[config.mk]
export PLATFORM = sky130hd
export DESIGN_NAME = heart_rate_beat_detector
export DESIGN_NICKNAME = d
export VERILOG_FILES = /design/src/rtl/core/hrbd_pkg.sv /design/src/rtl/core/heart_rate_beat_detector.sv
export SDC_FILE = /design/constraint.sdc
export NUM_CORES = 1
export LEC_CHECK = 0
export ABC_AREA = 0
export BUFFER_PORTS_ARGS = -buffer_cell sky130_fd_sc_hd__buf_4
export CORE_UTILIZATION = 35
export CTS_CLUSTER_SIZE = 16
export DETAILED_ROUTE_END_ITERATION = 10
export PLACE_DENSITY_LB_ADDON = 0.2
export SLEW_MARGIN = 20
export SYNTH_ARGS = -nofsm -noshare
export SYNTH_HDL_FRONTEND = slang
export SYNTH_SLANG_ARGS = --single-unit
[constraint.sdc]
create_clock -name clk -period 10.35 [get_ports clk]
set_input_delay 1.035 -clock clk [delete_from_list [all_inputs] [get_ports clk]]
set_output_delay 1.035 -clock clk [all_outputs]
set_load 0.005 [all_outputs]
[src/rtl/core/hrbd_pkg.sv]
// Package for the heart rate beat detector: register indexes, reset values
// and divider constants. No dependencies.
`timescale 1ns / 1ps

package hrbd_pkg;

  // Default sample width
  localparam int SAMPLE_BITS_DEF = 10;

  // Register port widths
  localparam int CFG_INDEX_BITS = 8;
  localparam int CFG_DATA_BITS  = 16;
  localparam int WINDOW_BITS    = 16;
  localparam int MARGIN_BITS    = 10;
  localparam int INTERVAL_BITS  = 16;
  localparam int TIME_BITS      = 32;
  localparam int RATE_BITS      = 8;

  // Register indexes
  localparam logic [CFG_INDEX_BITS-1:0] REG_CALIB_WINDOW = 8'd0;
  localparam logic [CFG_INDEX_BITS-1:0] REG_RELEASE      = 8'd1;
  localparam logic [CFG_INDEX_BITS-1:0] REG_MIN_INTERVAL = 8'd2;
  localparam logic [CFG_INDEX_BITS-1:0] REG_MAX_INTERVAL = 8'd3;

  // Register reset values
  localparam logic [WINDOW_BITS-1:0]   CALIB_WINDOW_RST = 16'd3000;
  localparam logic [MARGIN_BITS-1:0]   RELEASE_RST      = 10'd20;
  localparam logic [INTERVAL_BITS-1:0] MIN_INTERVAL_RST = 16'd400;
  localparam logic [INTERVAL_BITS-1:0] MAX_INTERVAL_RST = 16'd1300;

  // Rate divider: 60000 / interval, saturating to 255 for interval <= 234
  localparam logic [INTERVAL_BITS-1:0] RATE_DIVIDEND = 16'd60000;
  localparam logic [INTERVAL_BITS-1:0] RATE_SAT_GAP  = 16'd234;
  localparam logic [RATE_BITS-1:0]     RATE_MAX      = 8'd255;

endpackage

[src/rtl/core/heart_rate_beat_detector.sv]
// Heart rate beat detector: calibration, threshold detection and rate divider
// built around one shared add/subtract unit. Depends on hrbd_pkg.
// One item at a time: in_stall is high from accept until the result is
//   taken, so the next item is accepted only after the previous result
//   leaves the output. Steps run in sequence on the shared adder, one
//   operation per cycle, and the rate divide takes 8 restoring steps on it.
// Reset (rst, synchronous): registers return to defaults, calibration restarts.
`timescale 1ns / 1ps

module heart_rate_beat_detector
  import hrbd_pkg::*;
#(
  parameter int SAMPLE_BITS = SAMPLE_BITS_DEF
) (
  input  logic                      clk,
  input  logic                      rst,
  // input item channel
  input  logic                      in_valid,
  output logic                      in_stall,
  input  logic [SAMPLE_BITS-1:0]    sample,
  input  logic [TIME_BITS-1:0]      now_ms,
  // result item channel
  output logic                      out_valid,
  input  logic                      out_stall,
  output logic [RATE_BITS-1:0]      rate_bpm,
  output logic                      beat_start,
  output logic                      is_calibrated,
  output logic [SAMPLE_BITS-1:0]    level_threshold,
  // register write channel
  input  logic                      cfg_valid,
  output logic                      cfg_ready,
  input  logic [CFG_INDEX_BITS-1:0] cfg_index,
  input  logic [CFG_DATA_BITS-1:0]  cfg_data
);

  localparam int ALU_BITS = TIME_BITS + 1;
  localparam int DIV_STEPS = RATE_BITS;
  localparam int STEP_BITS = $clog2(DIV_STEPS);

  typedef enum logic [3:0] {
    S_IDLE, S_LOW, S_HIGH, S_ELAP, S_WCMP, S_MID,
    S_THR, S_GAP, S_GMIN, S_GMAX, S_SAT, S_DIV,
    S_RSUM, S_RCMP, S_OUT
  } state_t;

  state_t state;

  // configuration registers
  logic [WINDOW_BITS-1:0]   calib_window_ms;
  logic [MARGIN_BITS-1:0]   release_margin;
  logic [INTERVAL_BITS-1:0] min_interval_ms;
  logic [INTERVAL_BITS-1:0] max_interval_ms;

  // detector state
  logic                   window_started;
  logic [TIME_BITS-1:0]   window_start_time;
  logic                   calib_done;
  logic [SAMPLE_BITS-1:0] lowest_seen;
  logic [SAMPLE_BITS-1:0] highest_seen;
  logic [SAMPLE_BITS-1:0] detect_level;
  logic                   in_beat;
  logic [TIME_BITS-1:0]   last_beat_time;
  logic [RATE_BITS-1:0]   held_rate;
  logic                   started;

  // working registers
  logic [SAMPLE_BITS-1:0]   s_hold;
  logic [TIME_BITS-1:0]     now_hold;
  logic [TIME_BITS-1:0]     scratch;
  logic [INTERVAL_BITS-1:0] remainder;
  logic [RATE_BITS-1:0]     quotient;
  logic [STEP_BITS-1:0]     div_step;

  // shared add/subtract unit
  logic [ALU_BITS-1:0] alu_a;
  logic [ALU_BITS-1:0] alu_b;
  logic                alu_sub;
  logic [ALU_BITS-1:0] alu_res;
  logic                alu_borrow;

  // Select unit operands per step
  always_comb begin
    alu_a   = '0;
    alu_b   = '0;
    alu_sub = 1'b1;
    unique case (state)
      S_LOW: begin
        alu_a = ALU_BITS'(s_hold);
        alu_b = ALU_BITS'(lowest_seen);
      end
      S_HIGH: begin
        alu_a = ALU_BITS'(highest_seen);
        alu_b = ALU_BITS'(s_hold);
      end
      S_ELAP: begin
        alu_a = ALU_BITS'(now_hold);
        alu_b = ALU_BITS'(window_start_time);
      end
      S_WCMP: begin
        alu_a = ALU_BITS'(calib_window_ms);
        alu_b = ALU_BITS'(scratch);
      end
      S_MID: begin
        alu_a   = ALU_BITS'(lowest_seen);
        alu_b   = ALU_BITS'(highest_seen);
        alu_sub = 1'b0;
      end
      S_THR: begin
        alu_a = ALU_BITS'(detect_level);
        alu_b = ALU_BITS'(s_hold);
      end
      S_GAP: begin
        alu_a = ALU_BITS'(now_hold);
        alu_b = ALU_BITS'(last_beat_time);
      end
      S_GMIN: begin
        alu_a = ALU_BITS'(min_interval_ms);
        alu_b = ALU_BITS'(scratch);
      end
      S_GMAX: begin
        alu_a = ALU_BITS'(scratch);
        alu_b = ALU_BITS'(max_interval_ms);
      end
      S_SAT: begin
        alu_a = ALU_BITS'(RATE_SAT_GAP);
        alu_b = ALU_BITS'(scratch);
      end
      S_DIV: begin
        alu_a = ALU_BITS'(remainder);
        alu_b = ALU_BITS'(scratch[INTERVAL_BITS-1:0]) << div_step;
      end
      S_RSUM: begin
        alu_a   = ALU_BITS'(s_hold);
        alu_b   = ALU_BITS'(release_margin);
        alu_sub = 1'b0;
      end
      S_RCMP: begin
        alu_a = ALU_BITS'(scratch);
        alu_b = ALU_BITS'(detect_level);
      end
      default: begin
        alu_a   = '0;
        alu_b   = '0;
        alu_sub = 1'b1;
      end
    endcase
  end

  assign alu_res    = alu_sub ? (alu_a - alu_b) : (alu_a + alu_b);
  assign alu_borrow = alu_res[ALU_BITS-1];

  // Handshake and result ports
  assign in_stall        = (state != S_IDLE);
  assign out_valid       = (state == S_OUT);
  assign cfg_ready       = 1'b1;
  assign rate_bpm        = held_rate;
  assign beat_start      = started;
  assign is_calibrated   = calib_done;
  assign level_threshold = detect_level;

  // Sequencer, detector state and register writes
  always_ff @(posedge clk) begin
    if (rst) begin
      state             <= S_IDLE;
      calib_window_ms   <= CALIB_WINDOW_RST;
      release_margin    <= RELEASE_RST;
      min_interval_ms   <= MIN_INTERVAL_RST;
      max_interval_ms   <= MAX_INTERVAL_RST;
      window_started    <= 1'b0;
      window_start_time <= '0;
      calib_done        <= 1'b0;
      lowest_seen       <= '1;
      highest_seen      <= '0;
      detect_level      <= '0;
      in_beat           <= 1'b0;
      last_beat_time    <= '0;
      held_rate         <= '0;
      started           <= 1'b0;
      div_step          <= '0;
    end else begin
      // take register writes; out-of-range indexes are dropped
      if (cfg_valid && cfg_ready) begin
        unique case (cfg_index)
          REG_CALIB_WINDOW: calib_window_ms <= cfg_data[WINDOW_BITS-1:0];
          REG_RELEASE:      release_margin  <= cfg_data[MARGIN_BITS-1:0];
          REG_MIN_INTERVAL: min_interval_ms <= cfg_data[INTERVAL_BITS-1:0];
          REG_MAX_INTERVAL: max_interval_ms <= cfg_data[INTERVAL_BITS-1:0];
          default: ;
        endcase
      end

      unique case (state)
        // accept an item; open the window on the first one
        S_IDLE: begin
          if (in_valid) begin
            s_hold   <= sample;
            now_hold <= now_ms;
            started  <= 1'b0;
            if (!window_started) begin
              window_started    <= 1'b1;
              window_start_time <= now_ms;
            end
            state <= calib_done ? S_THR : S_LOW;
          end
        end
        // track minimum and maximum
        S_LOW: begin
          if (alu_borrow) lowest_seen <= s_hold;
          state <= S_HIGH;
        end
        S_HIGH: begin
          if (alu_borrow) highest_seen <= s_hold;
          state <= S_ELAP;
        end
        // elapsed time since window start, modulo 2^32
        S_ELAP: begin
          scratch <= alu_res[TIME_BITS-1:0];
          state   <= S_WCMP;
        end
        // window ends when elapsed exceeds its length
        S_WCMP: begin
          state <= alu_borrow ? S_MID : S_OUT;
        end
        S_MID: begin
          detect_level <= alu_res[SAMPLE_BITS:1];
          calib_done   <= 1'b1;
          state        <= S_THR;
        end
        // rising crossing while no beat is active starts a beat
        S_THR: begin
          state <= (alu_borrow && !in_beat) ? S_GAP : S_RSUM;
        end
        S_GAP: begin
          scratch        <= alu_res[TIME_BITS-1:0];
          last_beat_time <= now_hold;
          in_beat        <= 1'b1;
          started        <= 1'b1;
          state          <= S_GMIN;
        end
        // interval must lie strictly between the limits
        S_GMIN: begin
          state <= alu_borrow ? S_GMAX : S_RSUM;
        end
        S_GMAX: begin
          state <= alu_borrow ? S_SAT : S_RSUM;
        end
        // short intervals saturate; otherwise start the divide
        S_SAT: begin
          if (!alu_borrow) begin
            held_rate <= RATE_MAX;
            state     <= S_RSUM;
          end else begin
            remainder <= RATE_DIVIDEND;
            quotient  <= '0;
            div_step  <= STEP_BITS'(DIV_STEPS - 1);
            state     <= S_DIV;
          end
        end
        // one restoring divide step per cycle, MSB first
        S_DIV: begin
          if (!alu_borrow) remainder <= alu_res[INTERVAL_BITS-1:0];
          quotient <= {quotient[RATE_BITS-2:0], ~alu_borrow};
          if (div_step == '0) begin
            held_rate <= {quotient[RATE_BITS-2:0], ~alu_borrow};
            state     <= S_RSUM;
          end else begin
            div_step <= div_step - 1'b1;
          end
        end
        // beat ends when sample + margin falls below the threshold
        S_RSUM: begin
          scratch <= alu_res[TIME_BITS-1:0];
          state   <= S_RCMP;
        end
        S_RCMP: begin
          if (alu_borrow) in_beat <= 1'b0;
          state <= S_OUT;
        end
        // hold the result until it is taken
        S_OUT: begin
          if (!out_stall) state <= S_IDLE;
        end
        default: state <= S_IDLE;
      endcase
    end
  end

endmodule
======== Yosys cells after proc, flatten, opt, wreduce, memory -nomap -nowiden ========
Cells that the tools add are included.
storage, ports and cells
  flip-flop bits (word level) ............. 268
  bits in latches ......................... 0
  memory bits (writable) .................. 0
  ROM bits ................................ 0
  input bits .............................. 71
  logic and storage cells ................. 114
  memories kept ........................... 0
operators by class
  add/sub/neg operators ................... 3
  multipliers ............................. 0
  div/mod/pow operators ................... 0
  magnitude comparators ................... 0
  equality and inequality tests ........... 25
  shifts and indexed selects .............. 1
  muxes and demuxes ....................... 28
  bitwise logic cells ..................... 3
  reduce and logical (&&, ||, !) cells .... 33
operators with widths
  operator                                                               count
  33-bit case mux with 10 select lines                                   1
  32-bit case mux with 10 select lines                                   1
  4-bit case mux with 15 select lines                                    1
  33-bit adder                                                           1
  33-bit 2-to-1 mux                                                      1
  16-bit by 3-bit << shifter with 33-bit output                          1
  33-bit subtractor                                                      1
  16-bit 2-to-1 mux                                                      2
  16-bit case mux with 2 select lines                                    1
  4-bit equality test, second input constant                             7
  4-bit 2-to-1 mux                                                       5
  2-bit AND reduction                                                    10
  3-bit 2-to-1 mux                                                       6
  3-bit AND reduction                                                    6
  4-bit by 3-bit equality test with 1-bit output, second input constant  4
  8-bit by 2-bit equality test with 1-bit output, second input constant  2
  8-bit 2-to-1 mux                                                       2
  2-bit != test, second input constant                                   8
  8-bit case mux with 2 select lines                                     1
  7-bit case mux with 2 select lines                                     1
  2-bit OR reduction                                                     5
  4-bit by 2-bit equality test with 1-bit output, second input constant  2
  8-bit by 1-bit equality test with 1-bit output, second input constant  1
  8-bit zero test                                                        1
  other kinds (15)                                                       22

======== Depth between registers and ports, before layout ========
Gate-level depths: netlist (run 1).
  depth after elaboration ................. 8
  gate-level depth with buffers ........... 27
  mapped depth without buffers ............ 20

======== Worst setup path after synthesis (run 1) ========
Ideal clock, no wire load.
  path type ............................... register to register
  start ................................... register div_step[1]
  end ..................................... register remainder[0], enable pin
  arrival ................................. 5,620 ps
  required time ........................... 9,964 ps
  slack ................................... 4,345 ps
  cell stages (with the launch flop) ...... 22
  cell sequence ........................... dfxtp_1 clkbuf_1 buf_2 mux4_2 a22o_1 a211oi_1 and4_1 nand4b_4 or2_1 buf_2 o41ai_2 xnor2_1 ha_1 inv_1 o21bai_1 a21oi_1 nor2_1 a2111oi_0 a21oi_1 a211oi_4 nor2_2 a2111oi_4
between the ends
  longest elaborated chain between the ends .. 6
RTL lines
  element                                            line                             RTL
  start, declared                                    heart_rate_beat_detector.sv:72   logic [STEP_BITS-1:0] div_step;
  start signal, assigned                             heart_rate_beat_detector.sv:255  div_step <= STEP_BITS'(DIV_STEPS - 1);
  start signal, assigned                             heart_rate_beat_detector.sv:267  div_step <= div_step - 1'b1;
  16-bit by 3-bit << shifter with 33-bit output *    heart_rate_beat_detector.sv:130  alu_b = ALU_BITS'(scratch[INTERVAL_BITS-1:0]) << div_step;
  33-bit case mux with 10 select lines *             heart_rate_beat_detector.sv:86   unique case (state)
  33-bit subtractor or 33-bit adder (tied branches)  heart_rate_beat_detector.sv:149  assign alu_res = alu_sub ? (alu_a - alu_b) : (alu_a + alu_b);
  33-bit 2-to-1 mux *                                heart_rate_beat_detector.sv:149
  2-bit != test (no line)                            n/a
  4-bit AND reduction (no line) *                    n/a
  end signal, assigned                               heart_rate_beat_detector.sv:261  if (!alu_borrow) remainder <= alu_res[INTERVAL_BITS-1:0];
  end, declared                                      heart_rate_beat_detector.sv:70   logic [INTERVAL_BITS-1:0] remainder;
Every way passes the cells marked *; elsewhere a longest branch is shown, timed or not.
A chain may end at the register's enable or synchronous reset.

======== Worst setup path after layout (run 1) ========
  start ................................... register state[3]
  end ..................................... register remainder[7], enable pin
between the ends
  longest elaborated chain between the ends .. 7
RTL lines
  element                                                                                       line                                                             RTL
  start, declared                                                                               heart_rate_beat_detector.sv:46                                   state_t state;
  start signal, assigned                                                                        heart_rate_beat_detector.sv:203                                  state <= calib_done ? S_THR : S_LOW;
  start signal, assigned                                                                        heart_rate_beat_detector.sv:222                                  state <= alu_borrow ? S_MID : S_OUT;
  start signal, assigned                                                                        heart_rate_beat_detector.sv:231                                  state <= (alu_borrow && !in_beat) ? S_GAP : S_RSUM;
  4-bit equality test, or another cell as far along                                             heart_rate_beat_detector.sv:86, heart_rate_beat_detector.sv:192
  3-bit OR reduction (no line) or 2-bit OR reduction (tied branches)                            n/a
  33-bit case mux with 10 select lines or 32-bit case mux with 10 select lines (tied branches)  heart_rate_beat_detector.sv:86
  33-bit subtractor or 33-bit adder (tied branches)                                             heart_rate_beat_detector.sv:149
  33-bit 2-to-1 mux                                                                             heart_rate_beat_detector.sv:149
  2-bit != test (no line)                                                                       n/a
  4-bit AND reduction (no line) *                                                               n/a
Marked as above.

==> results of run 1 <==
path summary, 6_finish.rpt:
path,start,to,slack (ps)
worst max-delay path,state[3],remainder[7],2270
worst min-delay path,last_beat_time[19],last_beat_time[19],460
worst max register to register,state[3],remainder[7],2270
worst min register to register,last_beat_time[19],last_beat_time[19],460
report_power, final:
| group | switching [mW] | leakage [nW] | internal (mW) |
|---|---|---|---|
| Combinational | 2.40 | 3.59 | 1.29 |
| Clock | 0.452 | 0.493 | 0.643 |
| Sequential | 0.169 | 2.26 | 1.38 |
| Total | 3.02 | 6.34 | 3.31 |
cell families (layout without fill, tap and decap cells):
kind of cell	Yosys count	after routing	share of synthesized area (%)
simple gates	568	568	18.79
mux	113	113	8.075
buf+inv	149	215	4.392
xor+xnor	53	53	3.134
flops	268	268	42.77
compound gates	412	412	19.71
fa+ha+maj	36	36	3.091
other cells	1	1	0.02532
cell type report:
| class | count | area, sq um | area share (%) |
|---|---|---|---|
| well taps | 539 | 674.4 | 3.981 |
| flip-flops and latches | 268 | 6339 | 37.41 |
| clock buffers | 48 | 890.9 | 5.258 |
| inverters | 35 | 131.4 | 0.7754 |
| multi-input cells | 1183 | 7850 | 46.33 |
| repair buffers | 124 | 934.6 | 5.517 |
| clock inverters | 8 | 122.6 | 0.7237 |
metal layers:
metal / share of wire (%) / vias to the layer above
li1: - / 5940
met3: 8.5 / 105
met4: 4.0 / 0
met2: 41 / 581
met5: 0 / -
met1: 46 / 6340
cell usage after synthesis, types with 9 or more instances:
cell | count | area [sq um]
sky130_fd_sc_hd__a21oi_1 | 132 | 660.6
sky130_fd_sc_hd__inv_1 | 32 | 120.1
sky130_fd_sc_hd__mux2_2 | 12 | 135.1
sky130_fd_sc_hd__edfxtp_1 | 97 | 2913
sky130_fd_sc_hd__nand3_1 | 17 | 85.08
sky130_fd_sc_hd__nor3_1 | 17 | 85.08
sky130_fd_sc_hd__a22oi_1 | 51 | 382.9
sky130_fd_sc_hd__a221oi_1 | 10 | 87.58
sky130_fd_sc_hd__a222oi_1 | 11 | 110.1
sky130_fd_sc_hd__and2_1 | 24 | 150.1
sky130_fd_sc_hd__mux2i_1 | 97 | 970.9
sky130_fd_sc_hd__nor2b_1 | 22 | 137.6
sky130_fd_sc_hd__a22o_1 | 31 | 271.5
sky130_fd_sc_hd__dfxtp_1 | 171 | 3423
sky130_fd_sc_hd__a211oi_1 | 20 | 150.1
sky130_fd_sc_hd__nand2b_1 | 35 | 219.0
sky130_fd_sc_hd__nand2_1 | 216 | 810.8
sky130_fd_sc_hd__a21o_1 | 13 | 97.59
sky130_fd_sc_hd__ha_1 | 35 | 437.9
sky130_fd_sc_hd__clkbuf_1 | 72 | 270.3
sky130_fd_sc_hd__buf_2 | 22 | 110.1
sky130_fd_sc_hd__o2bb2ai_1 | 10 | 87.58
sky130_fd_sc_hd__nand4_1 | 23 | 143.9
sky130_fd_sc_hd__nand3b_1 | 9 | 67.56
sky130_fd_sc_hd__xor2_1 | 15 | 131.4
sky130_fd_sc_hd__buf_1 | 10 | 37.54
sky130_fd_sc_hd__a211o_1 | 19 | 166.4
sky130_fd_sc_hd__xnor2_1 | 38 | 332.8
sky130_fd_sc_hd__o21ai_0 | 32 | 160.2
sky130_fd_sc_hd__nor2_1 | 152 | 570.6
state kept, by name, summed over array words and instances (netlist names), 3 cells and up:
| signal | count |
|---|---|
| calib_window_ms | 16 |
| div_step | 3 |
| highest_seen | 10 |
| last_beat_time | 32 |
| level_threshold | 10 |
| lowest_seen | 10 |
| max_interval_ms | 16 |
| min_interval_ms | 16 |
| now_hold | 32 |
| quotient | 7 |
| rate_bpm | 8 |
| release_margin | 10 |
| remainder | 16 |
| s_hold | 10 |
| scratch | 32 |
| state | 4 |
| window_start_time | 32 |
critical path: stages (launching register included):
cell and delay [ps]:
sky130_fd_sc_hd__dfxtp_1 860, sky130_fd_sc_hd__buf_4 420, sky130_fd_sc_hd__nor4b_4 90, sky130_fd_sc_hd__or2_1 610, sky130_fd_sc_hd__buf_4 360, sky130_fd_sc_hd__a211oi_1 370
sky130_fd_sc_hd__and4_1 370, sky130_fd_sc_hd__nand4_1 240, sky130_fd_sc_hd__o41ai_1 740, sky130_fd_sc_hd__xor2_1 170, sky130_fd_sc_hd__ha_1 420, sky130_fd_sc_hd__and3_1 220
sky130_fd_sc_hd__nand4_1 170, sky130_fd_sc_hd__a211oi_1 530, sky130_fd_sc_hd__o2111ai_1 240, sky130_fd_sc_hd__a21oi_1 530, sky130_fd_sc_hd__o211a_1 530, sky130_fd_sc_hd__nor2_2 140
sky130_fd_sc_hd__a2111oi_4 370, sky130_fd_sc_hd__buf_4 320
placed cells by master, fill, tap and decap left out, drive strengths merged, types with 10 or more instances in the layout:
master / n
nor2: 153
a21oi: 132
edfxtp: 97
o2bb2ai: 10
o21ai: 37
and2: 24
ha: 35
nand4: 25
mux2i: 97
nand3: 17
dfxtp: 171
a211oi: 21
nand2b: 35
a211o: 19
buf: 124
a222oi: 11
clkbuf: 48
a221oi: 12
mux2: 12
inv: 37
nand2: 216
a21o: 13
a22oi: 51
xnor2: 38
a22o: 31
nor2b: 22
xor2: 15
nor3: 20
==> results.toml, run 1 <==
[detailed_routing]
detail_route.wirelength_mm = 54.46
wire_per_inst_microns = 24.70
initial_drc_count = 1341
num_vias = 12970
ant_nets = 0
detail_route.first_pass.iterations = 9
vias_per_cell = 5.880
drc_errors = 0

[clock_network]
max_clock_buf_depth = 3
postCtsResizedCells = 0
tritoncts.num_buffers = 30
cts_sinks = 268
worstSkewPairLatency_ps = 610
post_cts_buffers = 0
clock-root-buffer = "sky130_fd_sc_hd__clkbuf_16"
clkSlewWorstSetupHoldPaths_ps = 60
cts_tree = "yes"
post_cts_hold_buffer_count = 0
clock_tree.htree_level_count = 1

[grt]
global_route.peak_usage_layer = "met1"
overflow = 0
grt_use_met3_pct = 5.008
grt.total_usage_pct = 25.00
antenna_found_initial = 1
globalRouteMet2Util_pct = 36.31
first_global_vias = 12300
grt_util_met1_pct = 36.45
grt_pass1_wl_mm = 81.61
grt_max_degree = 88

[finish]
synthToLayoutAreaGrowth_pct = 14.38
n_antenna_cell = 0
layout-drive-gt1-share_pct = 13.09
final_util_pct = 40.48
fillerInstances = 4182
post-route-cell-area_sq_um = 16940
number_of_standard_cells_in_the_layout_taps_in_and_fillers_out = 2205
number_of_nets_at_the_end_of_the_flow = 1749

[die]
die_area_sq_um = 43150
io_pins = 94
chipHeight_microns = 207.7
floorplan.core_area_sq_um = 41850
chipWidth_microns = 207.7
effective_utilization_at_floorplan_pct = 35.39
core.rowCount = 75

[placement]
dp_cells = 2149
finalWeightedCongestion = 1.022
placed_wire_length_estimate_after_detailed_placement_mm = 41.20
portBuffers = 92
post_dp_cell_area_sq_um = 15930
dpl_worst_slack_ps = 2463

[worst_setup_path]
end_kind = "flip-flop"
worst-endpoint-arrival_ps = 8330
timing.setup.critical_path_class = "flip-flop to flip-flop"
worst-endpoint-required_ps = 10600
timing.critical_path.fanout_max = 26
timing.critical_path.from_type = "flip-flop"
reg2regPathDepth = 19

[timing]
maxSlewViolCount = 0
layout_min_cycle_time_ps = 8078
timing.final.crit_share_pct = 78.05
fin_tns_setup_ps = 0
slew_headroom_pct = 32.12
max_freq_mhz = 123.8
rsz_0062_raised_after_global_routing = "false"
final_critical_path_setup_slack_ps = 2272
worst_clock_skew_ps = 48.79
hold-worst-slack_ps = 455.2
finalHoldViolCount = 0
worstMarginPinSlew_ps = 1010
finalSetupViolations = 0

[pwr]
p_per_area_nw_per_um2 = 373.8
total_leakage_power_nw = 6.342
power_mw = 6.334
power.ir.vdd_worst_mv = 0.2508

[synth]
synth_cell_type_count = 89
synth_edf_count = 97
ys_ff_latch = 268
synth-main-ff-cell = "sky130_fd_sc_hd__dfxtp_1"
syn-instance-count = 1600
post_synth.cell_area_avg_sq_um = 9.258
synth-seq-area-share_pct = 42.77
synth-async-reset-ratio_pct = 0
synth_nets = 1707
syn-cell-area_sq_um = 14810
ys_warn_count = 0

[status]
outcome = "finished clean"

[hold_path]
min_path_type = "flip-flop to flip-flop"
whs_path_depth = 2

[flow_run]
count_of_max_cap_constraint_violations = 0
Power figures use the tool's default switching activity.
==> run 2: changes to the inputs <==
clock period = 8.1 ns   (was 10.35 ns; I/O delays follow)
==> run 2 against run 1 <==
Against the previous run:
- maximum frequency is 5.6% higher
- wire length grew 1.3%
- largest power group unchanged
- flip-flop and latch count stayed put
- sequential share of layout area shrank 0.27 points
- combinational power grew 21%
- hold slack worse by 40 ps
- cell area grew 0.70%
- highest routed layer unchanged
- clock power rose by 36%
- via count fell by 0.62%
- count of clock-buffer cells in the layout down 9
- worst setup slack lost 1800 ps
==> results.toml, run 2 (same netlist as run 1, synthesis figures left out) <==
[timing]
worstMarginPinSlew_ps = 1105
finalHoldViolCount = 0
max_freq_mhz = 130.7
maxSlewViolCount = 0
hold-worst-slack_ps = 415.1
layout_min_cycle_time_ps = 7651
final_critical_path_setup_slack_ps = 448.6
rsz_0062_raised_after_global_routing = "false"
finalSetupViolations = 0
fin_tns_setup_ps = 0
worst_clock_skew_ps = 20.69
slew_headroom_pct = 26.20
timing.final.crit_share_pct = 94.46

[placement]
placed_wire_length_estimate_after_detailed_placement_mm = 41.63
dpl_worst_slack_ps = 699.4
portBuffers = 92
finalWeightedCongestion = 0.9702

[grt]
overflow = 0
antenna_found_initial = 0
first_global_vias = 12210
grt.total_usage_pct = 25.39
grt_max_degree = 85
grt_pass1_wl_mm = 82.34

[clock_network]
worstSkewPairLatency_ps = 580
clock-root-buffer = "sky130_fd_sc_hd__clkbuf_16"
postCtsResizedCells = 0
max_clock_buf_depth = 3
cts_tree = "yes"
post_cts_buffers = 0
tritoncts.num_buffers = 31
post_cts_hold_buffer_count = 0
clock_tree.htree_level_count = 1
cts_sinks = 268
clkSlewWorstSetupHoldPaths_ps = 70

[finish]
synthToLayoutAreaGrowth_pct = 15.18
layout-drive-gt1-share_pct = 13.93
regArea_sq_um = 6337
n_antenna_cell = 0
fillerInstances = 4176
most_common_cell_after_layout_fill_and_taps_aside = "sky130_fd_sc_hd__nand2_1"
area_used_by_multi_input_combinational_logic_sq_um = 7859
mostFrequentLayoutCells = "sky130_fd_sc_hd__nand2_1, sky130_fd_sc_hd__dfxtp_1, sky130_fd_sc_hd__nor2_1"
number_of_nets_at_the_end_of_the_flow = 1756

[die]
chipHeight_microns = 207.7
chipWidth_microns = 207.7
effective_utilization_at_floorplan_pct = 35.39
floorplan.core_area_sq_um = 41850
die_area_sq_um = 43150
core.rowCount = 75
io_pins = 94

[worst_setup_path]
timing.critical_path.from_type = "flip-flop"
worst-endpoint-required_ps = 8350
end_kind = "flip-flop"
timing.rr.end = "remainder[3]"
timing.setup.critical_path_class = "flip-flop to flip-flop"
timing.critical_path.fanout_max = 24
reg2regPathDepth = 20
worst-endpoint-arrival_ps = 7900
rr_startpoint = "state[0]"
slack_of_the_worst_reg_to_reg_path_ps = 450

[status]
outcome = "finished clean"

[detailed_routing]
drc_errors = 0
wire_per_inst_microns = 24.94
detail_route.first_pass.iterations = 8
vias_per_cell = 5.825
num_vias = 12890
ant_nets = 0
initial_drc_count = 1472
detail_route.wirelength_mm = 55.17

[hold_path]
min_path_type = "input port to flip-flop"
hold_start = "sample[4]"
min_to = "s_hold[4]"
whs_path_depth = 1

[pwr]
power.ir.vdd_worst_mv = 0.3279
p_per_area_nw_per_um2 = 467.1
total_leakage_power_nw = 6.412

[flow_run]
count_of_max_cap_constraint_violations = 0
## run 2: cell count changes in the layout (fill, tap and decap cells not counted), sizes merged
cell | previous run | this run
clkinv | 4 | 15
bufinv | 2 | 3
inv | 37 | 34
buf | 124 | 130
clkinvlp | 0 | 1
clkbuf | 48 | 39
## run 2: worst max-delay path by stage
stage / startpoint / to / depth (start not counted)
detailed placement: state[0] / remainder[6] / 18
CTS: state[0] / remainder[2] / 18
finish: state[0] / remainder[3] / 20
floorplan: div_step[1] / remainder[0] / 21
global placement: state[2] / remainder[2] / 19
global route: state[0] / remainder[9] / 18
## run 2: stage by stage
| stage | power [mW] | cell area (sq um) | cells | util [%] |
|---|---|---|---|---|
| 6_report | 7.969 | 17060 | 2212 | 40.77 |
| 5_1_grt | 8.429 | 17060 | 2212 | 40.77 |
| 4_1_cts | 7.903 | 17060 | 2212 | 40.75 |
| 3_5_place_dp | 6.413 | 15980 | 2155 | 38.17 |
| 3_3_place_gp | 6.390 | 15980 | 2155 | 38.17 |
| 2_1_floorplan | 5.086 | 14810 | 1600 | - |
## run 2: layer usage
layer | wire [microns] | GRT usage [%]
met3 | 4245 | 3.812
met2 | 22240 | 35.78
met1 | 27920 | 40.75
met5 | 0 | 0
met4 | 768 | 3.704
## run 2: cell type report
type                            instances  area share (%)
Sequential cell                       268           37.14
Multi-Input combinational cell       1183           46.06
Tap cell                              539           3.953
Clock buffer                           39           5.221
Clock inverter                         18           1.107
Timing Repair Buffer                  130           5.742
Inverter                               35          0.7700
## run 2: critical path, cell delays in order (launching register included)
cell and delay [ps]:
sky130_fd_sc_hd__dfxtp_1 1050, sky130_fd_sc_hd__buf_4 390, sky130_fd_sc_hd__nand4b_2 200, sky130_fd_sc_hd__nor2_1 880
sky130_fd_sc_hd__a222oi_1 270, sky130_fd_sc_hd__nand4_1 300, sky130_fd_sc_hd__nor3_4 90, sky130_fd_sc_hd__and2_1 180
sky130_fd_sc_hd__a21oi_1 180, sky130_fd_sc_hd__xnor2_1 140, sky130_fd_sc_hd__ha_1 380, sky130_fd_sc_hd__nand2_1 80
sky130_fd_sc_hd__o21ai_0 470, sky130_fd_sc_hd__a21oi_1 190, sky130_fd_sc_hd__a211oi_1 530, sky130_fd_sc_hd__o2111ai_1 190
sky130_fd_sc_hd__a21oi_1 420, sky130_fd_sc_hd__o211a_1 530, sky130_fd_sc_hd__nor2_2 130, sky130_fd_sc_hd__a2111oi_4 370
sky130_fd_sc_hd__buf_4 320
## run 2: power by group
part / internal [mW] / switching [mW]
logic: 1.65 / 2.83
registers: 1.77 / 0.250
clock network: 0.877 / 0.599
total: 4.29 / 3.68
==> run 3: changes to the inputs <==
clock period = 7.71 ns   (was 8.1 ns; I/O delays follow)
==> run 3 against run 2 <==
Against the previous run:
- core utilization increased by 0.27 points
- combinational power grew 6.3%
- critical path type unchanged
- largest cell class unchanged
- clock power rose by 6%
==> results.toml, run 3 (same netlist as run 1, synthesis figures left out) <==
[grt]
antenna_found_initial = 3
grt_pass1_wl_mm = 81.83
first_global_vias = 12310
overflow = 0
grt.total_usage_pct = 25.19
grt_max_degree = 80

[detailed_routing]
detail_route.wirelength_mm = 55.39
vias_per_cell = 5.848
drc_errors = 0
ant_nets = 0
initial_drc_count = 1355
detail_route.first_pass.iterations = 6
wire_per_inst_microns = 24.92
num_vias = 13000

[clock_network]
clkSlewWorstSetupHoldPaths_ps = 60
post_cts_hold_buffer_count = 0
max_clock_buf_depth = 3
worstSkewPairLatency_ps = 600
clock-root-buffer = "sky130_fd_sc_hd__clkbuf_16"
cts_tree = "yes"
clock_tree.htree_level_count = 1
tritoncts.num_buffers = 31
cts_sinks = 268
post_cts_buffers = 0

[pwr]
combinationalPowerShare_pct = 56.4
p_int_mw = 4.595
power_frac_clock_pct = 18.6
power.ir.vdd_worst_mv = 0.2942
p_sw_mw = 3.839
p_per_area_nw_per_um2 = 491.2
total_leakage_power_nw = 6.471
power.share.sequential_pct = 25.0
switching_share_pct = 45.52

[worst_setup_path]
timing.critical_path.fanout_max = 16
worst_path_max_delay_cell = "sky130_fd_sc_hd__a2111oi_0"
rr_startpoint = "state[1]"
critPathMaxStageDelay_ps = 770
slack_of_the_worst_reg_to_reg_path_ps = 320
timing.critical_path.mode_cell = "sky130_fd_sc_hd__a21oi_1"
reg2regPathDepth = 21
worst-endpoint-arrival_ps = 7670
worst-endpoint-required_ps = 7980
cell_chain_of_the_critical_path = "clkinv_1 > nand2_1 > o221ai_1 > a211oi_1 > and4_1 > nand4_1 > nor3_1 > a211oi_1 > a31o_2 > ha_1 > a21oi_1 > o21bai_1 > a21oi_1 > nor2_1 > a2111oi_0 > a21oi_1 > a211oi_4 > buf_4 > nor2_2 > a2111oi_4 > buf_4"
cp-endpoint = "remainder[5]"
timing.rr.end = "remainder[5]"
timing.critical_path.from_type = "flip-flop"
end_kind = "flip-flop"
critical_path.startpoint = "state[1]"
timing.setup.critical_path_class = "flip-flop to flip-flop"

[die]
floorplan.core_area_sq_um = 41850
chipHeight_microns = 207.7
io_pins = 94
die_area_sq_um = 43150
effective_utilization_at_floorplan_pct = 35.39
chipWidth_microns = 207.7
core.rowCount = 75

[timing]
rsz_0062_raised_after_global_routing = "false"
worstMarginPinSlew_ps = 1110
timing.final.crit_share_pct = 95.91
worst_clock_skew_ps = 24.52
max_freq_mhz = 135.2
final_critical_path_setup_slack_ps = 315.6
finalHoldViolCount = 0
finalSetupViolations = 0
maxSlewViolCount = 0
layout_min_cycle_time_ps = 7394
slew_headroom_pct = 25.87
fin_tns_setup_ps = 0

[finish]
area_used_by_multi_input_combinational_logic_sq_um = 7861
layout-drive-gt1-share_pct = 14.44
most_common_cell_after_layout_fill_and_taps_aside = "sky130_fd_sc_hd__nand2_1"
synthToLayoutAreaGrowth_pct = 15.93
number_of_nets_at_the_end_of_the_flow = 1765
mostFrequentLayoutCells = "sky130_fd_sc_hd__nand2_1, sky130_fd_sc_hd__dfxtp_1, sky130_fd_sc_hd__nor2_1"
fillerInstances = 4205
regArea_sq_um = 6344

[placement]
portBuffers = 92
finalWeightedCongestion = 0.9759
placed_wire_length_estimate_after_detailed_placement_mm = 41.82
dpl_worst_slack_ps = 454.6

[hold_path]
min_path_type = "input port to flip-flop"

[status]
outcome = "finished clean"

[flow_run]
count_of_max_cap_constraint_violations = 0
## run 3: stage by stage
step	hold WS, ps	util, %	cell area (sq um)	total power, mW	instances
detailed placement	447.7	38.40	16070	6.785	2164
finish	348.3	41.03	17170	8.435	2223
CTS	322.8	41.00	17160	8.377	2222
floorplan	426.8	-	14810	5.343	1600
global placement	438.5	38.40	16070	6.767	2164
global route	330.7	41.03	17170	8.925	2222
## run 3: final cells by class
type                            count  share of cell area (%)
Multi-Input combinational cell   1183                   45.78
Sequential cell                   268                   36.94
Tap cell                          539                   3.927
Antenna cell                        1                 0.01457
Clock buffer                       45                   5.239
Timing Repair Buffer              139                   6.244
Inverter                           35                  0.7650
Clock inverter                     13                   1.093
## run 3: critical path: cells and delay by family, from the launching register on
| family | cells | cell delay (ps) |
|---|---|---|
| flops | 1 | 690 |
| buf+inv | 3 | 1040 |
| fa+ha+maj | 1 | 340 |
| compound gates | 11 | 3340 |
| simple gates | 6 | 1670 |
## run 3: worst min path at each step
stage                               endpoint  depth (start not counted)          startpoint
after global placement    last_beat_time[22]                          2  last_beat_time[22]
final                              s_hold[2]                          1           sample[2]
after CTS                          s_hold[2]                          1           sample[2]
after floorplan           max_interval_ms[2]                          1  max_interval_ms[2]
after detailed placement  last_beat_time[21]                          2  last_beat_time[21]
after global routing               s_hold[2]                          1           sample[2]
## run 3: power by group through the flow
stage / combinational, mW / sequential, mW / clock, mW
floorplan: 3.38 / 1.96 / 0
global placement: 4.64 / 2.12 / 0
detailed placement: 4.67 / 2.12 / 0
CTS: 4.69 / 2.09 / 1.60
global route: 5.16 / 2.12 / 1.65
finish: 4.76 / 2.11 / 1.57
## run 3: per-layer routing
layer	track usage, %	routed length [microns]	vias up
met3	4.418	4677	85
li1	-	-	5964
met1	38.85	26880	6360
met4	5.875	1298	2
met5	0	4	-
met2	35.93	22540	588
## run 3: repair_timing
action / 4_1_cts / 5_1_grt
resized for setup: 0 / 5
endpoints found under the setup margin: 0 / 23
hold endpoints to repair: 0 / 0
